$ cat config.mk
export PLATFORM = sky130hd
export DESIGN_NAME = baro_corr
export DESIGN_NICKNAME = d
export VERILOG_FILES = /design/src/design/baro_pkg.sv /design/src/design/baro_corr.sv
export SDC_FILE = /design/constraint.sdc
export NUM_CORES = 2
export LEC_CHECK = 0
export CAP_MARGIN = 20
export CORE_MARGIN = 2
export CORE_UTILIZATION = 50
export DETAILED_ROUTE_END_ITERATION = 16
export DONT_BUFFER_PORTS = 1
export PLACE_DENSITY = 0.73
export SLEW_MARGIN = 10
export SYNTH_ARGS = -nofsm -noshare
export SYNTH_HDL_FRONTEND = slang
export SYNTH_SLANG_ARGS = --single-unit
$ cat constraint.sdc
create_clock -name clk -period 10.3 [get_ports clk]
set_input_delay 0.515 -clock clk [delete_from_list [all_inputs] [get_ports clk]]
set_output_delay 0.515 -clock clk [all_outputs]
set_load 0.01 [all_outputs]
$ cat src/design/baro_pkg.sv
// ----------------------------------------------------------------------------
// Barometric compensation package
// Shared widths, calibration register indexes, pipeline stage counts and the
// structs that carry an item between the pipeline sections.
// ----------------------------------------------------------------------------
package baro_pkg;

  // Field widths.
  localparam int RAW_W   = 24;
  localparam int CAL_W   = 16;
  localparam int TEMP_W  = 19;
  localparam int PRES_W  = 17;
  localparam int CFG_A_W = 3;

  // Working widths of the intermediates.
  localparam int DT_W   = 25;
  localparam int TC_W   = 15;  // clamped first-order temperature
  localparam int OFF_W  = 35;
  localparam int SENS_W = 34;
  localparam int T2_W   = 18;

  // Calibration register indexes.
  localparam logic [CFG_A_W-1:0] CFG_SENS_BASE   = 3'd0;
  localparam logic [CFG_A_W-1:0] CFG_OFF_BASE    = 3'd1;
  localparam logic [CFG_A_W-1:0] CFG_SENS_TEMPCO = 3'd2;
  localparam logic [CFG_A_W-1:0] CFG_OFF_TEMPCO  = 3'd3;
  localparam logic [CFG_A_W-1:0] CFG_REF_TEMP    = 3'd4;
  localparam logic [CFG_A_W-1:0] CFG_TEMP_SLOPE  = 3'd5;

  // Pipeline depth per section.
  localparam int FRONT_STAGES = 3;
  localparam int CORR_STAGES  = 2;
  localparam int PRESS_STAGES = 5;
  localparam int NUM_STAGES   = FRONT_STAGES + CORR_STAGES + PRESS_STAGES;

  // Calibration words.
  typedef struct packed {
    logic [CAL_W-1:0] sens_base;
    logic [CAL_W-1:0] off_base;
    logic [CAL_W-1:0] sens_tempco;
    logic [CAL_W-1:0] off_tempco;
    logic [CAL_W-1:0] ref_temp;
    logic [CAL_W-1:0] temp_slope;
  } cal_t;

  // First-order results.
  typedef struct packed {
    logic signed [TC_W-1:0]   temp;
    logic signed [OFF_W-1:0]  off;
    logic signed [SENS_W-1:0] sens;
    logic [T2_W-1:0]          t2;
    logic [RAW_W-1:0]         d1;
  } front_t;

  // Second-order corrected results.
  typedef struct packed {
    logic signed [TEMP_W-1:0] temp;
    logic signed [OFF_W-1:0]  off;
    logic signed [SENS_W-1:0] sens;
    logic [RAW_W-1:0]         d1;
  } corr_t;

endpackage

$ cat src/design/baro_corr.sv
// ----------------------------------------------------------------------------
// Second-order correction
// Two stages: the squared distances from 20 C and -15 C, then the T2, OFF2
// and SENS2 corrections applied below those thresholds.
// ----------------------------------------------------------------------------
module baro_corr (
  input  logic                              clk,
  input  logic [baro_pkg::CORR_STAGES-1:0]  en,
  input  baro_pkg::front_t                  front,
  output baro_pkg::corr_t                   corr
);
  import baro_pkg::*;

  // Stage 4: squares and threshold flags.
  logic signed [TC_W-1:0] dlo, dhi;
  logic signed [29:0]     sq_full, sq2_full;
  logic [25:0]            sq_r;
  logic [22:0]            sq2_r;
  logic                   lt_r, lt15_r;
  front_t                 front_s4_r;

  assign dlo      = front.temp - 15'sd2000;
  assign dhi      = front.temp + 15'sd1500;
  assign sq_full  = dlo * dlo;
  assign sq2_full = dhi * dhi;

  always_ff @(posedge clk) begin
    if (en[0]) begin
      sq_r       <= sq_full[25:0];
      sq2_r      <= sq2_full[22:0];
      lt_r       <= (front.temp < 15'sd2000);
      lt15_r     <= (front.temp < -15'sd1500);
      front_s4_r <= front;
    end
  end

  // Stage 5: constant multiples by shift-add, then subtract the corrections.
  corr_t corr_nxt, corr_r;

  always_comb begin
    logic [28:0] five_sq;
    logic [28:0] seven_sq2;
    logic [28:0] eleven_sq2;
    logic [28:0] off2;
    logic [28:0] sens2;
    logic [T2_W-1:0] t2;
    five_sq    = {1'b0, sq_r, 2'b00} + {3'b000, sq_r};
    seven_sq2  = {3'b000, sq2_r, 3'b000} - {6'b000000, sq2_r};
    eleven_sq2 = {3'b000, sq2_r, 3'b000} + {5'b00000, sq2_r, 1'b0} + {6'b000000, sq2_r};
    off2  = '0;
    sens2 = '0;
    t2    = '0;
    if (lt_r) begin
      t2    = front_s4_r.t2;
      off2  = {1'b0, five_sq[28:1]};
      sens2 = {2'b00, five_sq[28:2]};
      if (lt15_r) begin
        off2  = off2 + seven_sq2;
        sens2 = sens2 + {1'b0, eleven_sq2[28:1]};
      end
    end
    corr_nxt.temp = $signed({{(TEMP_W-TC_W){front_s4_r.temp[TC_W-1]}}, front_s4_r.temp})
                    - $signed({1'b0, t2});
    corr_nxt.off  = front_s4_r.off - $signed({6'b000000, off2});
    corr_nxt.sens = front_s4_r.sens - $signed({5'b00000, sens2});
    corr_nxt.d1   = front_s4_r.d1;
  end

  always_ff @(posedge clk) begin
    if (en[1]) begin
      corr_r <= corr_nxt;
    end
  end

  assign corr = corr_r;

endmodule

==> impl_metrics.toml <==
[status]
status = "completed"

[run]
maxCapViolCount = 0

[drt]
post_drt_wl_per_cell_um = 17.45
wirelength_um = 71910
drtIter0Drc = 1310
antenna_left = 0
route.detailed.drc = 0
via_count = 22420
viasPerCell = 5.441
firstDrtPassIters = 7

[synthesis]
syn_area_um2 = 31400
avgSynthCellArea_um2 = 10.00
synthMostInstantiatedCell = "inv_1"
netlist_instances = 3139
synth-seq-area-share_pct = 27.16
ys.flop_type = "edfxtp_1"
yosys-top-cells-count = "503 x inv_1, 339 x fa_1, 337 x ha_1, 284 x edfxtp_1, 245 x nor2_1"
yosysTopAreaCell = "edfxtp_1"
synth_top_cell_area_share_pct = 27.16
synthArstFlopShare_pct = 0
ys_ff_latch = 284
netlist-cell-type-count = 73
synth_warnings = 0
syn-num-nets = 3944
synth_enable_flop_cells = 284
synth.top_cells.by_area = "edfxtp_1 27%, fa_1 22%, ha_1 13%"

[final_layout]
area_growth_pct = 10.44
regArea_um2 = 8528
final_layout_size_suffix_gt1_share_pct = 2.530
multi_input_area_um2 = 20780
nNetsFinal = 4061
fillers = 5348

[critical_path]
worstPathArrival_ns = 8.42
crit_fanout = 7
critPathCaptureType = "flop"
critPathMaxStageDelay_ns = 0.81
critical_path_class = "flop to flop"
cp.required_ns = 10.62
setup.worst_path.start_class = "flop"
cpMaxStageDelayCell = "a2111oi_0"

[floorplanning]
row_count = 91
die_h_um = 254.6
dieArea_um2 = 64820
die_width_um = 254.6
io_pins = 241
fp.coreArea_um2 = 61940
start_util_pct = 50.69

[sta]
period_minus_slack_ns = 8.101
grt_setup_unrepaired = "no"
tightest_slew_ns = 1.053
final_max_slew_viol_count = 0
hold_violations = 0
fin_skew_ns = 0.02653
final.setup.tns_ns = 0
setup_viol = 0
relSlewSlack_pct = 29.29
period_share_pct = 78.65
fmax_ghz = 0.1234

[clock_tree]
cts_tree = "yes"
clk_pin_slew_ns = 0.06
cts_inserted_buffers = 31
numClockSinks = 284
clock_path_buffers = 3
cts.htree.levels = 1
cts_resized = 0
clkLatencyLatePin_ns = 0.60
cts_root_buf = "clkbuf_16"

[min_path]
worstHoldPathType = "input port to flop"

[global_route]
gr-max-usage-layer = "met2"
grt_use_total_pct = 22.38
grt_pass1_wl_um = 116800
grt_pass1_vias = 23310
met3_usage_pct = 2.613
grtUsageMet2_pct = 39.72
grt_overflow = 0
grt_max_degree = 173
grtUsageMet1_pct = 28.96
antenna_found_initial = 4

[place]
place.gp.congestion = 0.9337
hpwl_um = 56000
portBuffers = 0
-- state kept, by name, summed over array words and instances, names as in the netlist --
signal and flops:
corr_nxt 24, lt15_r 1, lt_r 1, front_s4_r 101
corr 112, sq2_r 20, sq_r 25
-- placed cells by master (no fill, tap or decap), types with 18 or more instances in the layout --
cell,instances
o21ai_0,106
inv_1,503
a211oi_1,22
o21a_1,35
clkbuf_16,31
nor2b_1,35
and3_1,21
a21oi_1,144
nand3_1,39
a21o_1,88
xnor2_1,177
nand2_1,240
ha_1,337
nor3_1,63
and2_1,45
edfxtp_1,284
dlygate4sd3_1,121
nand2b_1,40
nor2_1,245
o211ai_1,18
xor2_1,76
fa_1,339
o21bai_1,22
-- path summary, 6_finish.rpt --
check                    start              to  slack, ns  depth (start not counted)
setup / recovery       sq_r[2]        corr[92]       2.20                         29
hold / removal       front[42]  front_s4_r[42]       0.03                          0
setup reg to reg       sq_r[2]        corr[92]       2.20                         29
hold reg to reg   corr_nxt[19]        corr[19]       0.42                          0
-- metal layers --
layer,up-vias,share of wire [%],wire [µm]
met4,4,2.6,1860
met2,604,49,35500
met1,10850,43,30720
met5,-,0.039,28
li1,10850,-,-
met3,116,5.3,3797
-- stage by stage --
step	utilization, %	std cells	cell area, µm²	hold WS (ns)	setup WS, ns
global placement	52.21	3938	32340	0.4002	2.124
detailed placement	52.21	3938	32340	0.4045	1.935
finish	55.99	4121	34680	0.02936	2.199
global route	55.98	4120	34670	0.01402	1.709
CTS	55.95	4117	34660	0.004482	2.220
floorplan	-	3139	31400	0.4003	2.441
-- worst max-delay path: cells and delay by family (launching register included) --
| family | cells | cell delay, ns |
|---|---|---|
| AOI/OAI and AO/OA | 16 | 4.73 |
| DFF | 1 | 0.52 |
| xor gates and xnor gates | 3 | 0.57 |
| adders and majority gates | 4 | 1.20 |
| and+or+nand+nor | 6 | 0.83 |
-- repair_timing --
item / 4_1_cts / 5_1_grt
hold endpoints to repair: 121 / 0
hold buffers: 121 / 0
setup buffers: 0 / 0
-- cell type report --
class                      count  share of cell area [%]
multi-input combinational   2298                   59.92
inverter                     509                   5.510
tap                          837                   3.020
timing repair buffer         132                   3.745
sequential                   284                   24.59
clock inverter                25                  0.9273
antenna                        3                 0.02165
clock buffer                  33                   2.259
-- cell families (layout without fill, tap and decap cells) --
group | count (synthesis) | count (layout) | synth area share, %
buffers and inverters | 557 | 699 | 6.659
and+or+nand+nor | 785 | 785 | 11.50
xor gates and xnor gates | 253 | 253 | 7.057
muxes | 5 | 5 | 0.1674
DFF | 284 | 284 | 27.16
AOI/OAI and AO/OA | 577 | 577 | 12.39
other | 2 | 5 | 0.02392
adders and majority gates | 676 | 676 | 35.04
Power is left out: the tool's default activity adds up to more than one toggle a clock period on the data nets, which glitch-free logic cannot reach.
