**config.mk**
```make
export PLATFORM = sky130hd
export DESIGN_NAME = baro_ctrl
export DESIGN_NICKNAME = d
export VERILOG_FILES = /design/src/design/baro_pkg.sv /design/src/design/baro_ctrl.sv
export SDC_FILE = /design/constraint.sdc
export NUM_CORES = 1
export LEC_CHECK = 0
export ABC_AREA = 1
export BUFFER_PORTS_ARGS = -buffer_cell sky130_fd_sc_hd__buf_4
export CORE_AREA = 2 2 39 41
export CTS_CLUSTER_DIAMETER = 150
export DETAILED_ROUTE_END_ITERATION = 6
export DIE_AREA = 0 0 41 43
export SLEW_MARGIN = 20
export SYNTH_ARGS = -nofsm -noshare
export SYNTH_HDL_FRONTEND = slang
export SYNTH_SLANG_ARGS = --single-unit
```
**constraint.sdc**
```tcl
create_clock -name clk -period 3.3 [get_ports clk]
set_input_delay 0.495 -clock clk [delete_from_list [all_inputs] [get_ports clk]]
set_output_delay 0.495 -clock clk [all_outputs]
set_load 0.01 [all_outputs]
```
**src/design/baro_pkg.sv**
```systemverilog
// ----------------------------------------------------------------------------
// Barometric compensation package
// Shared widths, calibration register indexes, pipeline stage counts and the
// structs that carry an item between the pipeline sections.
// ----------------------------------------------------------------------------
package baro_pkg;

  // Field widths.
  localparam int RAW_W   = 24;
  localparam int CAL_W   = 16;
  localparam int TEMP_W  = 19;
  localparam int PRES_W  = 17;
  localparam int CFG_A_W = 3;

  // Working widths of the intermediates.
  localparam int DT_W   = 25;
  localparam int TC_W   = 15;  // clamped first-order temperature
  localparam int OFF_W  = 35;
  localparam int SENS_W = 34;
  localparam int T2_W   = 18;

  // Calibration register indexes.
  localparam logic [CFG_A_W-1:0] CFG_SENS_BASE   = 3'd0;
  localparam logic [CFG_A_W-1:0] CFG_OFF_BASE    = 3'd1;
  localparam logic [CFG_A_W-1:0] CFG_SENS_TEMPCO = 3'd2;
  localparam logic [CFG_A_W-1:0] CFG_OFF_TEMPCO  = 3'd3;
  localparam logic [CFG_A_W-1:0] CFG_REF_TEMP    = 3'd4;
  localparam logic [CFG_A_W-1:0] CFG_TEMP_SLOPE  = 3'd5;

  // Pipeline depth per section.
  localparam int FRONT_STAGES = 3;
  localparam int CORR_STAGES  = 2;
  localparam int PRESS_STAGES = 5;
  localparam int NUM_STAGES   = FRONT_STAGES + CORR_STAGES + PRESS_STAGES;

  // Calibration words.
  typedef struct packed {
    logic [CAL_W-1:0] sens_base;
    logic [CAL_W-1:0] off_base;
    logic [CAL_W-1:0] sens_tempco;
    logic [CAL_W-1:0] off_tempco;
    logic [CAL_W-1:0] ref_temp;
    logic [CAL_W-1:0] temp_slope;
  } cal_t;

  // First-order results.
  typedef struct packed {
    logic signed [TC_W-1:0]   temp;
    logic signed [OFF_W-1:0]  off;
    logic signed [SENS_W-1:0] sens;
    logic [T2_W-1:0]          t2;
    logic [RAW_W-1:0]         d1;
  } front_t;

  // Second-order corrected results.
  typedef struct packed {
    logic signed [TEMP_W-1:0] temp;
    logic signed [OFF_W-1:0]  off;
    logic signed [SENS_W-1:0] sens;
    logic [RAW_W-1:0]         d1;
  } corr_t;

endpackage

```
**src/design/baro_ctrl.sv**
```systemverilog
// ----------------------------------------------------------------------------
// Pipeline flow control
// Per-stage valid bits and a ready chain, so bubbles are squeezed out and a
// stall at the output holds each occupied stage with no empty stage after it.
// ----------------------------------------------------------------------------
module baro_ctrl (
  input  logic                           clk,
  input  logic                           rst_n,
  input  logic                           in_valid,
  output logic                           in_ready,
  input  logic                           out_ready,
  output logic                           out_valid,
  output logic [baro_pkg::NUM_STAGES-1:0] en
);
  import baro_pkg::*;

  logic [NUM_STAGES-1:0] vld_r;
  logic [NUM_STAGES-1:0] vld_nxt;
  logic [NUM_STAGES-1:0] rdy;

  // A stage can load when it is empty or when the stage after it loads.
  always_comb begin
    rdy[NUM_STAGES-1] = ~vld_r[NUM_STAGES-1] | out_ready;
    for (int k = NUM_STAGES - 2; k >= 0; k--) begin
      rdy[k] = ~vld_r[k] | rdy[k+1];
    end
  end

  // Valid bits move with the data.
  always_comb begin
    if (rdy[0]) begin
      vld_nxt[0] = in_valid;
    end else begin
      vld_nxt[0] = vld_r[0];
    end
    for (int k = 1; k < NUM_STAGES; k++) begin
      if (rdy[k]) begin
        vld_nxt[k] = vld_r[k-1];
      end else begin
        vld_nxt[k] = vld_r[k];
      end
    end
  end

  always_ff @(posedge clk) begin
    if (!rst_n) begin
      vld_r <= '0;
    end else begin
      vld_r <= vld_nxt;
    end
  end

  assign en        = rdy;
  assign in_ready  = rdy[0];
  assign out_valid = vld_r[NUM_STAGES-1];

endmodule

```
==> results.txt <==
Result of the run = finished clean
H-tree level count = 1
Class of the most critical setup path = reg2out
Tot Pwr = 0.238 mW
Overall die height = 43 µm
Met3 Use GR = 6.81%
Synthesis-to-finish area growth = 39.4%
GR met2 Demand/Resource = 14.7%
Aggregate global routing overflow = 0
Worst-case headroom to the max-slew limit = 82.9%
Hold Crit Endpoint = vld_r[1]$_SDFFE_PN0P_
Worst path arrival time = 1.44 ns
Switching part of the total power = 18.9%
Busiest metal layer after global routing = met2
First-pass GRT wire length = 1200 µm
Global placer's final weighted congestion = 0.747
Clock period minus final worst setup slack = 1.94 ns
Logic depth of the worst register-to-register path = 6
Dominant combinational cell family by area after synthesis = simple AND/OR/NAND/NOR gates
Cells traversed along the worst timing path = nand3_2 > nor2_4 > nand4_4 > nor2_4 > nand4_2 > buf_4
Unrepaired setup endpoints after global routing = no
Slew of the pin with the lowest slew margin = 0.254 ns
Maximum resistive drop on vdd = 0.266 mV
Width of the die = 41 µm
Main area contributors after synthesis = sky130_fd_sc_hd__dfxtp_1 (49%), sky130_fd_sc_hd__inv_1 (10%), sky130_fd_sc_hd__a21oi_1 (8.6%), sky130_fd_sc_hd__nor2_4 (5.5%), sky130_fd_sc_hd__nand4_4 (5.2%)
Achievable clock frequency = 0.516 GHz
CP startpoint kind = flip-flop
Post-route setup slack = 1.36 ns
Post-Place Setup Slack = 1.33 ns
Pin count of the biggest net entering global routing = 10
Total Neg Setup Slack = 0 ns
Area share of xor/xnor cells in the synthesized design = 0%
Area fraction of the dominant cell type after synthesis = 48.9%
Critical Path Source = vld_r[9]$_SDFFE_PN0P_
Total power divided by cell area = 418 nW/µm²
Clock Power Share = 44.6%
Flip-flop count of the largest register, all copies and words added = 10
YS warnings = 0
Maximum Capacitance Violations = 0
Data required time of the worst path = 2.80 ns
Number of buffers created by CTS = 3
Worst hold path type = reg2reg
R2r setup slk = 2.09 ns
Hold_sp = vld_r[0]$_SDFFE_PN0P_
# DRC = 0
Fraction of the mapped netlist area in simple logic gates = 24.8%
Initial standard-cell utilization of the core = 29.6%
Largest stage delay on the critical path = 0.36 ns
Slowest cell on the critical path = sky130_fd_sc_hd__dfxtp_1
Vias per inst = 4.25
Clock tree buffer depth = 2
Worst setup EP type = output port
Largest registers = vld_r: 10 flops
Distinct cell type count after synthesis = 15
Later-pin clock latency in the skew report = 0.26 ns
Final routed wire length divided by cell count = 8.81 µm
Utilization after layout = 41.2%
Start of the worst register-to-register path = vld_r[9]$_SDFFE_PN0P_
Net count reported at finish = 68
Pint = 0.193 mW
Core Rows = 14
Count of buffers inserted at the top-level ports = 15
Mux contribution to synthesized area = 0%
Flop and latch count out of synthesis = 10
Die area = 1760 µm²
Logic pwr share = 3.2%
Number of antenna violations at the first check in global routing = 0
Hold Path Cell Cnt = 2
Total detailed-routing wirelength = 696 µm
Final count of pins violating max slew = 0
Register share of total power = 52.1%
Antenna cells = 0
Highest fanout seen on the critical path = 5
Detail Route Antenna Nets = 0
Fraction of layout cells with a size suffix above 1 = 44.4%
Synth Net Count = 49
Post-CTS Setup Repair Bufs = 0
Core Region = 1380 µm²
First-iteration detailed-routing DRC count = 1
Hold bufs inserted after CTS = 0
Summed instance area of the synthesized netlist = 409 µm²
Synthesized-area fraction occupied by adder cells = 0%
Via count of the first global-routing pass = 294
Cell type contributing the most total cell area after synthesis = sky130_fd_sc_hd__dfxtp_1
Post-CTS sizing = 0
Met1 capacity usage during global routing = 11.5%
Worst setup skew after layout = 0.00501 ns
Clock-pin slew on the worst setup and hold paths = 0.07 ns
Synthesized-area fraction occupied by ao, oa, aoi and oai cells = 12.5%
Total iterations of the first detailed-routing run = 4
Number of vias in the routed layout = 336
TritonCTS clock tree = yes
Number of sinks handled by clock tree synthesis = 10
Number of hold violations in the final report = 0
Leakage power figure = 0.228 nW
Most frequent cell on the critical path = sky130_fd_sc_hd__nor2_4
Final cycle utilization of the critical path = 58.8%
Average cell area after synthesis = 9.09 µm²
Portion of the post-synthesis area used by sequential elements = 48.9%
Worst reg2reg path endpoint = vld_r[0]$_SDFFE_PN0P_
Dpl hpwl = 557 µm
Cells after Synth = 45
I/O pin total = 16
Worst-case hold slack = 0.457 ns
Register with the most flip-flops = vld_r
Switching power of the nets = 0.0451 mW
Overall routing resource usage = 10.8%
Final setup violating endpoints = 0
CTS Root Cell = sky130_fd_sc_hd__clkbuf_4
-- kinds of logic after synthesis --
kind of cell,Yosys count
flops,10
buf+inv,14
compound gates,9
simple gates,12
-- power groups by stage --
stage,sequential [mW],combinational (mW),clock (mW)
2_1_floorplan,0.127,0.00402,0
3_3_place_gp,0.127,0.00775,0
3_5_place_dp,0.127,0.00793,0
4_1_cts,0.124,0.00794,0.113
5_1_grt,0.125,0.00915,0.118
6_report,0.124,0.00773,0.106
-- worst max-delay path by stage --
stage | slack [ns] | endpoint
floorplan | 1.40 | en[0]
global placement | 1.35 | in_ready
finish | 1.36 | en[0]
CTS | 1.31 | en[0]
detailed placement | 1.33 | en[0]
global route | 1.22 | en[0]
-- stage by stage --
step,instance area (µm²),cells
after global placement,534,75
after global routing,571,79
after floorplan,409,45
final,571,79
after detailed placement,534,75
after CTS,571,79
-- synthesized netlist by cell type (all sizes together) --
library cell and instances:
inv 12, dfxtp 10, a21oi 8, nor2 5, nand2 3, nand3 2, nand4 2, buf 1
clkinv 1, o21a 1
-- layer usage --
metal / vias to the layer above / part of all wire (%)
li1: 175 / -
met1: 147 / 44
met2: 12 / 46
met3: 2 / 6.9
met4: 0 / 2.7
met5: - / 0
-- worst max-delay path: cells and delay by family (launching register included) --
kind	cells	cell delay, ns
DFF	1	0.36
and+or+nand+nor	5	0.65
buffers and inverters	1	0.18
-- cells in the final DEF (no fill, tap or decap), drive strengths merged, types with 2 or more instances in the layout --
cell type  instances
nor2               5
nand4              2
clkbuf             4
dfxtp             10
inv               12
a21oi              8
nand3              2
nand2              3
buf               15
-- cell type report --
type,instances,area [µm²]
inverters,13,48.8
well taps,16,20.0
flip-flops and latches,10,200
fillers,153,813
clock buffers,4,36.3
multi-input cells,21,153
repair buffers,15,113
Note: power is estimated with default switching activity, not from simulation.
