$ cat src/design/baro_pkg.sv
// ----------------------------------------------------------------------------
// Barometric compensation package
// Shared widths, calibration register indexes, pipeline stage counts and the
// structs that carry an item between the pipeline sections.
// ----------------------------------------------------------------------------
package baro_pkg;

  // Field widths.
  localparam int RAW_W   = 24;
  localparam int CAL_W   = 16;
  localparam int TEMP_W  = 19;
  localparam int PRES_W  = 17;
  localparam int CFG_A_W = 3;

  // Working widths of the intermediates.
  localparam int DT_W   = 25;
  localparam int TC_W   = 15;  // clamped first-order temperature
  localparam int OFF_W  = 35;
  localparam int SENS_W = 34;
  localparam int T2_W   = 18;

  // Calibration register indexes.
  localparam logic [CFG_A_W-1:0] CFG_SENS_BASE   = 3'd0;
  localparam logic [CFG_A_W-1:0] CFG_OFF_BASE    = 3'd1;
  localparam logic [CFG_A_W-1:0] CFG_SENS_TEMPCO = 3'd2;
  localparam logic [CFG_A_W-1:0] CFG_OFF_TEMPCO  = 3'd3;
  localparam logic [CFG_A_W-1:0] CFG_REF_TEMP    = 3'd4;
  localparam logic [CFG_A_W-1:0] CFG_TEMP_SLOPE  = 3'd5;

  // Pipeline depth per section.
  localparam int FRONT_STAGES = 3;
  localparam int CORR_STAGES  = 2;
  localparam int PRESS_STAGES = 5;
  localparam int NUM_STAGES   = FRONT_STAGES + CORR_STAGES + PRESS_STAGES;

  // Calibration words.
  typedef struct packed {
    logic [CAL_W-1:0] sens_base;
    logic [CAL_W-1:0] off_base;
    logic [CAL_W-1:0] sens_tempco;
    logic [CAL_W-1:0] off_tempco;
    logic [CAL_W-1:0] ref_temp;
    logic [CAL_W-1:0] temp_slope;
  } cal_t;

  // First-order results.
  typedef struct packed {
    logic signed [TC_W-1:0]   temp;
    logic signed [OFF_W-1:0]  off;
    logic signed [SENS_W-1:0] sens;
    logic [T2_W-1:0]          t2;
    logic [RAW_W-1:0]         d1;
  } front_t;

  // Second-order corrected results.
  typedef struct packed {
    logic signed [TEMP_W-1:0] temp;
    logic signed [OFF_W-1:0]  off;
    logic signed [SENS_W-1:0] sens;
    logic [RAW_W-1:0]         d1;
  } corr_t;

endpackage

$ cat src/design/baro_front.sv
// ----------------------------------------------------------------------------
// First-order compensation
// Three stages: dT, the four dT products, then TEMP, OFF, SENS and the T2
// term with truncating divisions and the temperature clamp.
// ----------------------------------------------------------------------------
module baro_front (
  input  logic                                clk,
  input  logic [baro_pkg::FRONT_STAGES-1:0]   en,
  input  baro_pkg::cal_t                      cal,
  input  logic [baro_pkg::RAW_W-1:0]          raw_pressure,
  input  logic [baro_pkg::RAW_W-1:0]          raw_temperature,
  output baro_pkg::front_t                    front
);
  import baro_pkg::*;

  // Stage 1: dT = D2 - C5 * 256.
  logic signed [DT_W-1:0] dt_nxt, dt_r;
  logic [RAW_W-1:0]       d1_s1_r;

  assign dt_nxt = $signed({1'b0, raw_temperature}) - $signed({1'b0, cal.ref_temp, 8'h00});

  always_ff @(posedge clk) begin
    if (en[0]) begin
      dt_r    <= dt_nxt;
      d1_s1_r <= raw_pressure;
    end
  end

  // Stage 2: products of dT with C6, C4, C3 and with itself.
  logic signed [41:0] p6_nxt, p4_nxt, p3_nxt, p6_r, p4_r, p3_r;
  logic signed [49:0] pdd_nxt, pdd_r;
  logic [RAW_W-1:0]   d1_s2_r;

  assign p6_nxt  = dt_r * $signed({1'b0, cal.temp_slope});
  assign p4_nxt  = dt_r * $signed({1'b0, cal.off_tempco});
  assign p3_nxt  = dt_r * $signed({1'b0, cal.sens_tempco});
  assign pdd_nxt = dt_r * dt_r;

  always_ff @(posedge clk) begin
    if (en[1]) begin
      p6_r    <= p6_nxt;
      p4_r    <= p4_nxt;
      p3_r    <= p3_nxt;
      pdd_r   <= pdd_nxt;
      d1_s2_r <= d1_s1_r;
    end
  end

  // Stage 3: divisions truncate toward zero by biasing negative values.
  front_t front_nxt, front_r;

  always_comb begin
    logic signed [41:0] q6;
    logic signed [41:0] q4;
    logic signed [41:0] q3;
    logic signed [19:0] temp_raw;
    logic signed [41:0] off_w;
    logic signed [41:0] sens_w;
    q6 = (p6_r + (p6_r[41] ? 42'sd8388607 : 42'sd0)) >>> 23;
    q4 = (p4_r + (p4_r[41] ? 42'sd127 : 42'sd0)) >>> 7;
    q3 = (p3_r + (p3_r[41] ? 42'sd255 : 42'sd0)) >>> 8;
    temp_raw = $signed(q6[19:0]) + 20'sd2000;
    off_w  = $signed({10'b0, cal.off_base, 16'h0000}) + q4;
    sens_w = $signed({11'b0, cal.sens_base, 15'h0000}) + q3;
    if (temp_raw < -20'sd4000) begin
      front_nxt.temp = -15'sd4000;
    end else if (temp_raw > 20'sd8500) begin
      front_nxt.temp = 15'sd8500;
    end else begin
      front_nxt.temp = temp_raw[TC_W-1:0];
    end
    front_nxt.off  = off_w[OFF_W-1:0];
    front_nxt.sens = sens_w[SENS_W-1:0];
    front_nxt.t2   = pdd_r[48:31];
    front_nxt.d1   = d1_s2_r;
  end

  always_ff @(posedge clk) begin
    if (en[2]) begin
      front_r <= front_nxt;
    end
  end

  assign front = front_r;

endmodule

$ cat config.mk
export PLATFORM = sky130hd
export DESIGN_NAME = baro_front
export DESIGN_NICKNAME = d
export VERILOG_FILES = /design/src/design/baro_pkg.sv /design/src/design/baro_front.sv
export SDC_FILE = /design/constraint.sdc
export NUM_CORES = 2
export LEC_CHECK = 0
export BUFFER_PORTS_ARGS = -buffer_cell sky130_fd_sc_hd__buf_2
export CORE_MARGIN = 2
export CORE_UTILIZATION = 50
export DETAILED_ROUTE_END_ITERATION = 16
export PLACE_DENSITY = 0.67
export SLEW_MARGIN = 20
export SYNTH_ARGS = -nofsm -noshare
export SYNTH_HDL_FRONTEND = slang
export SYNTH_SLANG_ARGS = --single-unit
$ cat constraint.sdc
create_clock -name clk -period 9.73 [get_ports clk]
set_clock_uncertainty 0.15 [all_clocks]
set_input_delay 1.4595 -clock clk [delete_from_list [all_inputs] [get_ports clk]]
set_output_delay 1.4595 -clock clk [all_outputs]
set_load 0.01 [all_outputs]
==> impl_metrics.py <==
metrics = {
    "routing": {
        "via_count": 52305,
        "avgViaCountPerCell": 5.19,
        "wl_per_cell_um": 18.2,
        "detailedRoute.firstPassIterationCount": 5,
        "postRouteWirelength_um": 183000,
        "ant_nets": 0,
        "drc_marker_count_from_the_first_detailed_route_iteration": 2818,
        "drc_errors": 0,
    },
    "worst_setup_path": {
        "arrival_time_worst_endpoint_ns": 9.13,
        "reg2reg_setup_slack_ns": 0.80,
        "end_kind": "flip-flop",
        "path_common_cell": "fa_1",
        "crit-reg2reg-launch": "dt_r[22]$_DFFE_PP_",
        "path_max_fanout": 9,
        "timing_worst_setup_path_type": "reg -> reg",
        "critical_path.startpoint_type": "flip-flop",
        "reg2regPathDepth": 26,
        "crit_path_start": "dt_r[22]$_DFFE_PP_",
        "setup.worst_path.end": "pdd_r[48]$_DFFE_PP_",
        "slowest_delay_ns": 0.90,
        "required_ns": 9.93,
        "crit_slowest_cell": "edfxtp_1",
        "worst_r2r_endpoint": "pdd_r[48]$_DFFE_PP_",
    },
    "floorplan": {
        "die_extent_in_x_um": 398,
        "io_pins": 274,
        "vertical_die_dimension_um": 398,
        "die_area_um2": 158000,
        "initial_utilization_pct": 50.3,
        "core_outline_area_um2": 154000,
        "placement_row_count": 144,
    },
    "layout": {
        "layout_common_cells": "inv_1, fa_1, nand2_1, and2_1, ha_1",
        "share_of_final_layout_standard_cells_stronger_than_drive_strength_1_pct": 5.89,
        "layout-area-overhead-vs-synth_pct": 6.41,
        "layout.nets": 10455,
        "mostFrequentLayoutCell": "inv_1",
    },
    "grt": {
        "maximum_number_of_pins_on_one_net_before_global_route_repair": 109,
        "first_global_vias": 58363,
        "antenna_found_initial": 15,
        "wire_length_of_the_first_global_routing_pass_um": 306000,
        "grt_usage_pct": 24.4,
        "grt_remaining_overflow": 0,
    },
    "flow_run": {
        "maxcap_viol_count": 0,
    },
    "placed_design": {
        "place.detailed.hpwl_um": 147000,
        "numPortBuffers": 273,
        "globalplace.congestion": 0.912,
    },
    "yosys": {
        "ys_seq_elements": 343,
        "syn_area_per_cell_um2": 9.79,
        "synth_fp_nets": 10376,
        "post_synth_num_cell_types": 82,
        "postSynthCellCount": 7914,
        "post_synth_instance_area_um2": 77500,
        "synth_edf_count": 343,
        "asyncSetResetFlopFracSynth_pct": 0,
        "synthesis.yosys.warnings": 0,
        "synth.yosys.seq_area_share_pct": 13.3,
        "synth_top_flop_cell": "edfxtp_1",
    },
    "timing": {
        "setup_violations": 0,
        "timing.max_slew.rel_slack_pct": 21.9,
        "tns_ns": 0,
        "finalHoldViolations": 0,
        "worstMarginPinSlew_ns": 1.17,
        "layout_worst_path_cycle_share_pct": 91.7,
        "setup_repair_after_global_routing_missed_its_margin": "false",
        "max_fclk_mhz": 112,
        "slew_violations": 0,
        "timing.final.crit_period_ns": 8.93,
    },
    "clocking": {
        "clk_root_buffer_cell": "clkbuf_16",
        "post_cts.resized_instances": 0,
        "tritoncts": "yes",
        "clkLatencyLatePin_ns": 0.63,
        "cts.hold.buffers_added": 0,
        "cts_htree_levels": 2,
        "cts_made_buffers": 43,
        "cts_post_setup_buffers_inserted": 0,
        "clkTransAtPathRegs_ns": 0.06,
        "cts_buffer_depth": 3,
        "tritoncts_num_sinks": 343,
    },
    "worst_hold_path": {
        "min_path_type": "reg -> reg",
    },
    "outcome": {
        "run_status": "finished clean",
    },
}
cells by family (layout without fill, tap and decap cells):
family / count (synthesis) / count (layout) / synth area share, %
buf+inv: 2398 / 2510 / 11.6
fa+ha+maj: 2318 / 2318 / 54.6
simple gates: 2059 / 2059 / 12.8
compound gates: 510 / 510 / 4.43
flops: 343 / 343 / 13.3
xor+xnor: 283 / 283 / 3.20
mux: 3 / 3 / 0.0387
other cells: 0 / 8 / 0
flip-flops by register name, indices dropped and copies added, names as in the netlist:
| name | cells |
|---|---|
| d1_s2_r | 24 |
| p3_r | 42 |
| d1_s1_r | 24 |
| pdd_r | 18 |
| front | 126 |
| p4_r | 42 |
| dt_r | 25 |
| p6_r | 42 |
synth_stat cells (all sizes together) (37+ instances only):
master | count | area [µm²]
nor2 | 149 | 559
o21ai | 83 | 423
nor2b | 43 | 269
clkbuf | 327 | 1230
inv | 2065 | 7750
nor3 | 46 | 240
a21oi | 144 | 724
and3 | 40 | 250
ha | 541 | 6770
nand3 | 55 | 285
and2 | 610 | 3820
xor2 | 68 | 596
edfxtp | 343 | 10300
a21o | 86 | 646
xnor2 | 215 | 1880
fa | 1773 | 35500
nand2 | 1009 | 3790
o21a | 37 | 278
cell type report:
type                            count  area, µm²
Sequential cell                   343      10300
Fill cell                       13645      71600
Clock inverter                     33        368
Inverter                         2065       7750
Clock buffer                       45       1080
Tap cell                         2044       2560
Antenna cell                        8       20.0
Multi-Input combinational cell   5173      58200
Timing Repair Buffer              367       2200
through the flow:
step | cell area, µm² | util (%) | cells | setup slack [ns] | hold slack, ns
2_1_floorplan | 77500 | - | 7914 | 1.52 | 0.250
3_3_place_gp | 81000 | 52.6 | 9991 | 0.911 | 0.250
3_5_place_dp | 81000 | 52.6 | 9991 | 0.823 | 0.255
4_1_cts | 82400 | 53.5 | 10069 | 0.833 | 0.268
5_1_grt | 82500 | 53.5 | 10075 | 0.447 | 0.276
6_report | 82500 | 53.5 | 10078 | 0.803 | 0.267
worst min-delay path by stage:
stage / start / to / slack, ns / depth (start not counted)
floorplan: d1_s1_r[0]$_DFFE_PP_ / d1_s2_r[0]$_DFFE_PP_ / 0.25 / 0
finish: d1_s2_r[16]$_DFFE_PP_ / front[16]$_DFFE_PP_ / 0.27 / 0
global route: pdd_r[40]$_DFFE_PP_ / front[33]$_DFFE_PP_ / 0.28 / 0
global placement: d1_s1_r[12]$_DFFE_PP_ / d1_s2_r[12]$_DFFE_PP_ / 0.25 / 0
CTS: d1_s2_r[10]$_DFFE_PP_ / front[10]$_DFFE_PP_ / 0.27 / 0
detailed placement: d1_s1_r[9]$_DFFE_PP_ / d1_s2_r[9]$_DFFE_PP_ / 0.25 / 0
worst max-delay path, delay by kind of cell, from the launching register on:
family	cells	cell delay [ns]
and+or+nand+nor	5	1.13
DFF	1	0.90
adders and majority gates	8	3.84
buffers and inverters	5	0.66
AOI/OAI and AO/OA	7	1.83
xor gates and xnor gates	1	0.14
routing by layer:
layer  part of all wire [%]  track usage [%]  up-vias
met5                  0.015                0        -
met4                    2.6             5.87        6
met3                    6.1             3.23      292
met2                     49             41.1     1489
met1                     43             33.7    27044
li1                       -                -    23474
Power is left out: the tool's default activity adds up to more than one toggle a clock period on the data nets, which glitch-free logic cannot reach.
