==> config.mk <==
export PLATFORM = sky130hd
export DESIGN_NAME = baro_press
export DESIGN_NICKNAME = d
export VERILOG_FILES = /design/src/design/baro_pkg.sv /design/src/design/baro_press.sv
export SDC_FILE = /design/constraint.sdc
export NUM_CORES = 2
export LEC_CHECK = 0
export ABC_AREA = 1
export BUFFER_PORTS_ARGS = -buffer_cell sky130_fd_sc_hd__buf_2
export CELL_PAD_IN_SITES_DETAIL_PLACEMENT = 0
export CELL_PAD_IN_SITES_GLOBAL_PLACEMENT = 1
export CORE_ASPECT_RATIO = 1.4
export CORE_UTILIZATION = 54
export DETAILED_ROUTE_END_ITERATION = 10
export GPL_TIMING_DRIVEN = 0
export HOLD_SLACK_MARGIN = 0.15
export MAX_ROUTING_LAYER = met4
export PLACE_DENSITY = 0.95
export REMOVE_ABC_BUFFERS = 1
export SLEW_MARGIN = 20
export SYNTH_ARGS = -nofsm -noshare
export SYNTH_HDL_FRONTEND = slang
export SYNTH_SLANG_ARGS = --single-unit
==> constraint.sdc <==
create_clock -name clk -period 16.51 [get_ports clk]
set_input_delay 4.953 -clock clk [delete_from_list [all_inputs] [get_ports clk]]
set_output_delay 4.953 -clock clk [all_outputs]
set_load 0.02 [all_outputs]
==> src/design/baro_pkg.sv <==
// ----------------------------------------------------------------------------
// Barometric compensation package
// Shared widths, calibration register indexes, pipeline stage counts and the
// structs that carry an item between the pipeline sections.
// ----------------------------------------------------------------------------
package baro_pkg;

  // Field widths.
  localparam int RAW_W   = 24;
  localparam int CAL_W   = 16;
  localparam int TEMP_W  = 19;
  localparam int PRES_W  = 17;
  localparam int CFG_A_W = 3;

  // Working widths of the intermediates.
  localparam int DT_W   = 25;
  localparam int TC_W   = 15;  // clamped first-order temperature
  localparam int OFF_W  = 35;
  localparam int SENS_W = 34;
  localparam int T2_W   = 18;

  // Calibration register indexes.
  localparam logic [CFG_A_W-1:0] CFG_SENS_BASE   = 3'd0;
  localparam logic [CFG_A_W-1:0] CFG_OFF_BASE    = 3'd1;
  localparam logic [CFG_A_W-1:0] CFG_SENS_TEMPCO = 3'd2;
  localparam logic [CFG_A_W-1:0] CFG_OFF_TEMPCO  = 3'd3;
  localparam logic [CFG_A_W-1:0] CFG_REF_TEMP    = 3'd4;
  localparam logic [CFG_A_W-1:0] CFG_TEMP_SLOPE  = 3'd5;

  // Pipeline depth per section.
  localparam int FRONT_STAGES = 3;
  localparam int CORR_STAGES  = 2;
  localparam int PRESS_STAGES = 5;
  localparam int NUM_STAGES   = FRONT_STAGES + CORR_STAGES + PRESS_STAGES;

  // Calibration words.
  typedef struct packed {
    logic [CAL_W-1:0] sens_base;
    logic [CAL_W-1:0] off_base;
    logic [CAL_W-1:0] sens_tempco;
    logic [CAL_W-1:0] off_tempco;
    logic [CAL_W-1:0] ref_temp;
    logic [CAL_W-1:0] temp_slope;
  } cal_t;

  // First-order results.
  typedef struct packed {
    logic signed [TC_W-1:0]   temp;
    logic signed [OFF_W-1:0]  off;
    logic signed [SENS_W-1:0] sens;
    logic [T2_W-1:0]          t2;
    logic [RAW_W-1:0]         d1;
  } front_t;

  // Second-order corrected results.
  typedef struct packed {
    logic signed [TEMP_W-1:0] temp;
    logic signed [OFF_W-1:0]  off;
    logic signed [SENS_W-1:0] sens;
    logic [RAW_W-1:0]         d1;
  } corr_t;

endpackage

==> src/design/baro_press.sv <==
// ----------------------------------------------------------------------------
// Pressure calculation
// Five stages: split D1 * SENS into two partial products, combine them,
// divide by 2^21, subtract OFF, divide by 2^15 and clamp to 1000..120000.
// ----------------------------------------------------------------------------
module baro_press (
  input  logic                               clk,
  input  logic [baro_pkg::PRESS_STAGES-1:0]  en,
  input  baro_pkg::corr_t                    corr,
  output logic signed [baro_pkg::TEMP_W-1:0] temp_centideg,
  output logic [baro_pkg::PRES_W-1:0]        pressure_pa
);
  import baro_pkg::*;

  // Stage 6: partial products on the low and high halves of SENS.
  logic [40:0]              pp_lo_nxt, pp_lo_r;
  logic signed [41:0]       pp_hi_nxt, pp_hi_r;
  logic signed [OFF_W-1:0]  off_s6_r, off_s7_r, off_s8_r;
  logic signed [TEMP_W-1:0] temp_s6_r, temp_s7_r, temp_s8_r, temp_s9_r, temp_s10_r;

  assign pp_lo_nxt = {17'b0, corr.d1} * {24'b0, corr.sens[16:0]};
  assign pp_hi_nxt = $signed({1'b0, corr.d1}) * $signed(corr.sens[SENS_W-1:17]);

  always_ff @(posedge clk) begin
    if (en[0]) begin
      pp_lo_r   <= pp_lo_nxt;
      pp_hi_r   <= pp_hi_nxt;
      off_s6_r  <= corr.off;
      temp_s6_r <= corr.temp;
    end
  end

  // Stage 7: full product D1 * SENS.
  logic signed [58:0] full_nxt, full_r;

  assign full_nxt = $signed({pp_hi_r, 17'h00000}) + $signed({18'b0, pp_lo_r});

  always_ff @(posedge clk) begin
    if (en[1]) begin
      full_r    <= full_nxt;
      off_s7_r  <= off_s6_r;
      temp_s7_r <= temp_s6_r;
    end
  end

  // Stage 8: truncating divide by 2^21.
  logic signed [58:0] full_sh;
  logic signed [37:0] q_r;

  assign full_sh = (full_r + (full_r[58] ? 59'sd2097151 : 59'sd0)) >>> 21;

  always_ff @(posedge clk) begin
    if (en[2]) begin
      q_r       <= full_sh[37:0];
      off_s8_r  <= off_s7_r;
      temp_s8_r <= temp_s7_r;
    end
  end

  // Stage 9: subtract the offset.
  logic signed [37:0] x_nxt, x_r;

  assign x_nxt = q_r - $signed({{(38-OFF_W){off_s8_r[OFF_W-1]}}, off_s8_r});

  always_ff @(posedge clk) begin
    if (en[3]) begin
      x_r       <= x_nxt;
      temp_s9_r <= temp_s8_r;
    end
  end

  // Stage 10: truncating divide by 2^15 and clamp; this is the output register.
  logic signed [37:0]     x_sh;
  logic signed [22:0]     y;
  logic [PRES_W-1:0]      p_nxt, p_r;

  assign x_sh = (x_r + (x_r[37] ? 38'sd32767 : 38'sd0)) >>> 15;
  assign y    = x_sh[22:0];

  always_comb begin
    if (y < 23'sd1000) begin
      p_nxt = 17'd1000;
    end else if (y > 23'sd120000) begin
      p_nxt = 17'd120000;
    end else begin
      p_nxt = y[PRES_W-1:0];
    end
  end

  always_ff @(posedge clk) begin
    if (en[4]) begin
      p_r        <= p_nxt;
      temp_s10_r <= temp_s9_r;
    end
  end

  assign temp_centideg = temp_s10_r;
  assign pressure_pa   = p_r;

endmodule

==> key figures <==
Die
  – Io pins: 154
  – Initial Utilization: 54.8%
  – Core area: 87300 µm²
  – Die ar.: 89700 µm²
  – FP Rows: 128
  – Die Y: 354 µm
  – Die width: 253 µm

Critical path
  – Worst R2R Start: full_r[58]$_DFFE_PP_
  – R2R setup slack: 13.12 ns
  – Crit Path Class: input pin to flop
  – Arr. time, crit path: 11.35 ns
  – Worst r2r path cells: 13
  – Max stage delay cell, worst path: buf_2
  – CP endpoint: pp_lo_r[38]$_DFFE_PP_
  – Logic depth of the worst path, buffers included: 23
  – Crit path launch: corr[22]
  – Crit path required time: 16.88 ns
  – Worst R2R End: q_r[32]$_DFFE_PP_
  – Delay-heaviest family, CP: adder cells
  – Crit path cell chain: buf_2 -> nand2_1 -> fa_1 -> inv_1 -> fa_1 -> inv_1 -> fa_1 -> inv_1 -> fa_1 -> fa_1 -> inv_1 -> fa_1 -> inv_1 -> ha_1 -> nand2_1 -> nor4_1 -> nand3_1 -> nand3_1 -> nand2_1 -> o211ai_1 -> nand2_1 -> o21ai_0 -> xor2_1
  – CP max FO: 34
  – Buf+Inv Stages, Crit Path: 6
  – Crit start category: input pin
  – Setup crit end kind: flop
  – Cell occurring most often along the worst timing path: fa_1
  – CP peak stage delay: 0.69 ns

Route
  – # DRC: 0
  – Vias: 34500
  – Iteration-0 DRC Markers: 1983
  – DR WL/cell: 16.6 µm
  – Antenna Violating Nets Remaining: 0
  – Vias per inst: 5.18
  – WL final: 110000 µm
  – DRT Pass-1 Iters: 5

STA
  – Final period util: 66.5%
  – Final hold vios: 0
  – RSZ-0062 raised after global routing: no
  – Relative slew margins: 28.0%
  – Fmax: 0.0911 GHz
  – Final setup vio count: 0
  – TNS Setup: 0 ns
  – Final min period: 10.98 ns
  – Worst Tran Pin Value: 1.08 ns
  – Max-slew violations: 0
  – Layout Skew: 0.0215 ns

Global routing
  – Total GRT Usage: 26.3%
  – First-pass GRT wire length: 181000 µm
  – Initial antenna violation count: 0
  – Vias in the first global route: 37000
  – Pin count of the biggest net entering global routing: 97
  – Total gr overflow: 0

Clock tree
  – CTS clock-pin slew for the worst setup and hold paths: 0.07 ns
  – Number of hold buffers added after CTS: 0
  – Root Buffer: clkbuf_16
  – Worst-skew pair later-pin latency: 0.55 ns
  – # resized after CTS: 0
  – Postcts setup bufs: 0
  – CTS Sinks: 435
  – Clk buf depth: 3
  – CTS HTree Levels: 2
  – Clock tree from TritonCTS: built
  – Cts bufs inserted: 38

Synth
  – Yosys Warn Count: 0
  – Primary FF master, synth: edfxtp_1
  – Cell Area, Synth: 47800 µm²
  – Async set-reset flop share out of synthesis: 0%
  – Post-synthesis register bit count: 435
  – Post-synthesis cell type count: 54
  – Syn_area_per_cell: 8.81 µm²
  – EDFF count, synth: 435
  – Cells after Synth: 5424
  – Register area share after synthesis: 27.3%

Job
  – Max-capacitance violation count: 0

Place
  – Post-DP HPWL: 87000 µm
  – Port Buffer Count: 153
  – Global placer's final weighted congestion: 0.943

Status
  – Status: complete, no violations

Cells and area
  – Final Net Count: 6582
  – Layout cells sized above 1: 5.15%
  – Area growth, synth to finish: 6.13%
  – Fillcell total: 7633
  – Register Area: 13100 µm²
  – Multi-input logic area: 28600 µm²
  – Number of inserted diodes: 0

Min path
  – Worst Hold Class: flop to flop
[metrics by stage]
| step | setup WS (ns) | std cells | cell area (µm²) | utilization [%] | hold slack, ns |
|---|---|---|---|---|---|
| floorplan | 6.20 | 5256 | 47100 | - | 0.400 |
| global placement | 5.05 | 6579 | 49400 | 56.6 | 0.401 |
| detailed placement | 5.02 | 6582 | 49500 | 56.7 | 0.405 |
| CTS | 5.58 | 6650 | 50700 | 58.1 | 0.416 |
| global route | 5.18 | 6650 | 50700 | 58.1 | 0.417 |
| finish | 5.53 | 6650 | 50700 | 58.1 | 0.413 |
[metal layers]
layer / part of all wire, % / track usage (%) / up-vias
met4: 4.2 / 10.3 / 0
met5: 0 / - / -
met1: 38 / 29.9 / 16800
met3: 4.9 / 2.10 / 279
met2: 53 / 47.6 / 1059
li1: - / - / 16300
[worst min path at each step]
| stage | depth (start not counted) | endpoint | startpoint | slack, ns |
|---|---|---|---|---|
| 5_1_grt | 0 | temp_s9_r[8]$_DFFE_PP_ | temp_s8_r[8]$_DFFE_PP_ | 0.42 |
| 4_1_cts | 0 | temp_s9_r[17]$_DFFE_PP_ | temp_s8_r[17]$_DFFE_PP_ | 0.42 |
| 2_1_floorplan | 0 | full_r[0]$_DFFE_PP_ | pp_lo_r[0]$_DFFE_PP_ | 0.40 |
| 3_3_place_gp | 0 | full_r[0]$_DFFE_PP_ | pp_lo_r[0]$_DFFE_PP_ | 0.40 |
| 6_report | 0 | temp_s9_r[17]$_DFFE_PP_ | temp_s8_r[17]$_DFFE_PP_ | 0.41 |
| 3_5_place_dp | 0 | full_r[13]$_DFFE_PP_ | pp_lo_r[13]$_DFFE_PP_ | 0.40 |
[placed cells by master (no fill, tap or decap), types with 17 or more instances in the layout]
| cell | n |
|---|---|
| a21oi_1 | 208 |
| a31oi_1 | 27 |
| buf_2 | 149 |
| clkbuf_16 | 39 |
| edfxtp_1 | 435 |
| fa_1 | 660 |
| ha_1 | 352 |
| inv_1 | 1459 |
| nand2_1 | 1298 |
| nand3_1 | 99 |
| nand4_1 | 32 |
| nor2_1 | 211 |
| nor2_2 | 17 |
| nor3_1 | 37 |
| o21ai_0 | 88 |
| xnor2_1 | 65 |
| xor2_1 | 109 |
[cell usage after synthesis (6+ instances only)]
| master | count | share of area (%) |
|---|---|---|
| a31oi_1 | 27 | 0.35 |
| o211ai_1 | 9 | 0.14 |
| nand4_1 | 32 | 0.42 |
| a21o_1 | 15 | 0.24 |
| nor3_1 | 37 | 0.39 |
| clkbuf_1 | 163 | 1.3 |
| a21boi_0 | 8 | 0.13 |
| nor2_2 | 17 | 0.22 |
| nor2_1 | 211 | 1.7 |
| a21oi_1 | 208 | 2.2 |
| o21ai_0 | 88 | 0.92 |
| nand3_1 | 99 | 1.0 |
| nor4_1 | 15 | 0.20 |
| fa_1 | 660 | 28 |
| o21ai_1 | 10 | 0.10 |
| inv_1 | 1459 | 11 |
| a21oi_2 | 6 | 0.11 |
| nand2_2 | 11 | 0.14 |
| o221ai_1 | 6 | 0.11 |
| edfxtp_1 | 435 | 27 |
| o21bai_1 | 6 | 0.094 |
| or2_2 | 11 | 0.14 |
| xnor2_1 | 65 | 1.2 |
| ha_1 | 352 | 9.2 |
| xor2_1 | 109 | 2.0 |
| nand2_1 | 1298 | 10 |
| o21a_1 | 10 | 0.16 |
[registers in the layout, summed over array words and instances, names as in the netlist, 35 cells and up]
name	count
full_r	59
off_s6_r	35
off_s7_r	35
off_s8_r	35
pp_hi_r	42
pp_lo_r	41
q_r	38
x_r	38
[worst reg2reg max path: cells and delay by family (launching register included)]
| family | cells | cell delay [ns] |
|---|---|---|
| compound gates | 2 | 0.42 |
| xor+xnor | 1 | 0.12 |
| fa+ha+maj | 1 | 0.52 |
| buf+inv | 1 | 0.05 |
| flops | 1 | 0.80 |
| simple gates | 8 | 1.24 |
[layout make-up]
cell class / instances / share of cell area [%]
sequential: 435 / 25.8
multi-input combinational: 3357 / 56.4
clock buffer: 43 / 1.95
tap: 1170 / 2.89
clock inverter: 25 / 0.493
timing repair buffer: 156 / 1.71
inverter: 1464 / 10.8
[kinds of logic after synthesis]
family | Yosys count | share of synthesized area [%]
AOI/OAI and AO/OA | 410 | 4.83
xor gates and xnor gates | 174 | 3.19
buffers and inverters | 1632 | 12.8
and+or+nand+nor | 1761 | 14.9
adders and majority gates | 1012 | 36.9
DFF | 435 | 27.3
Power is not shown: default switching activity piles up to over one toggle a cycle in this logic, so the estimate is an artifact.
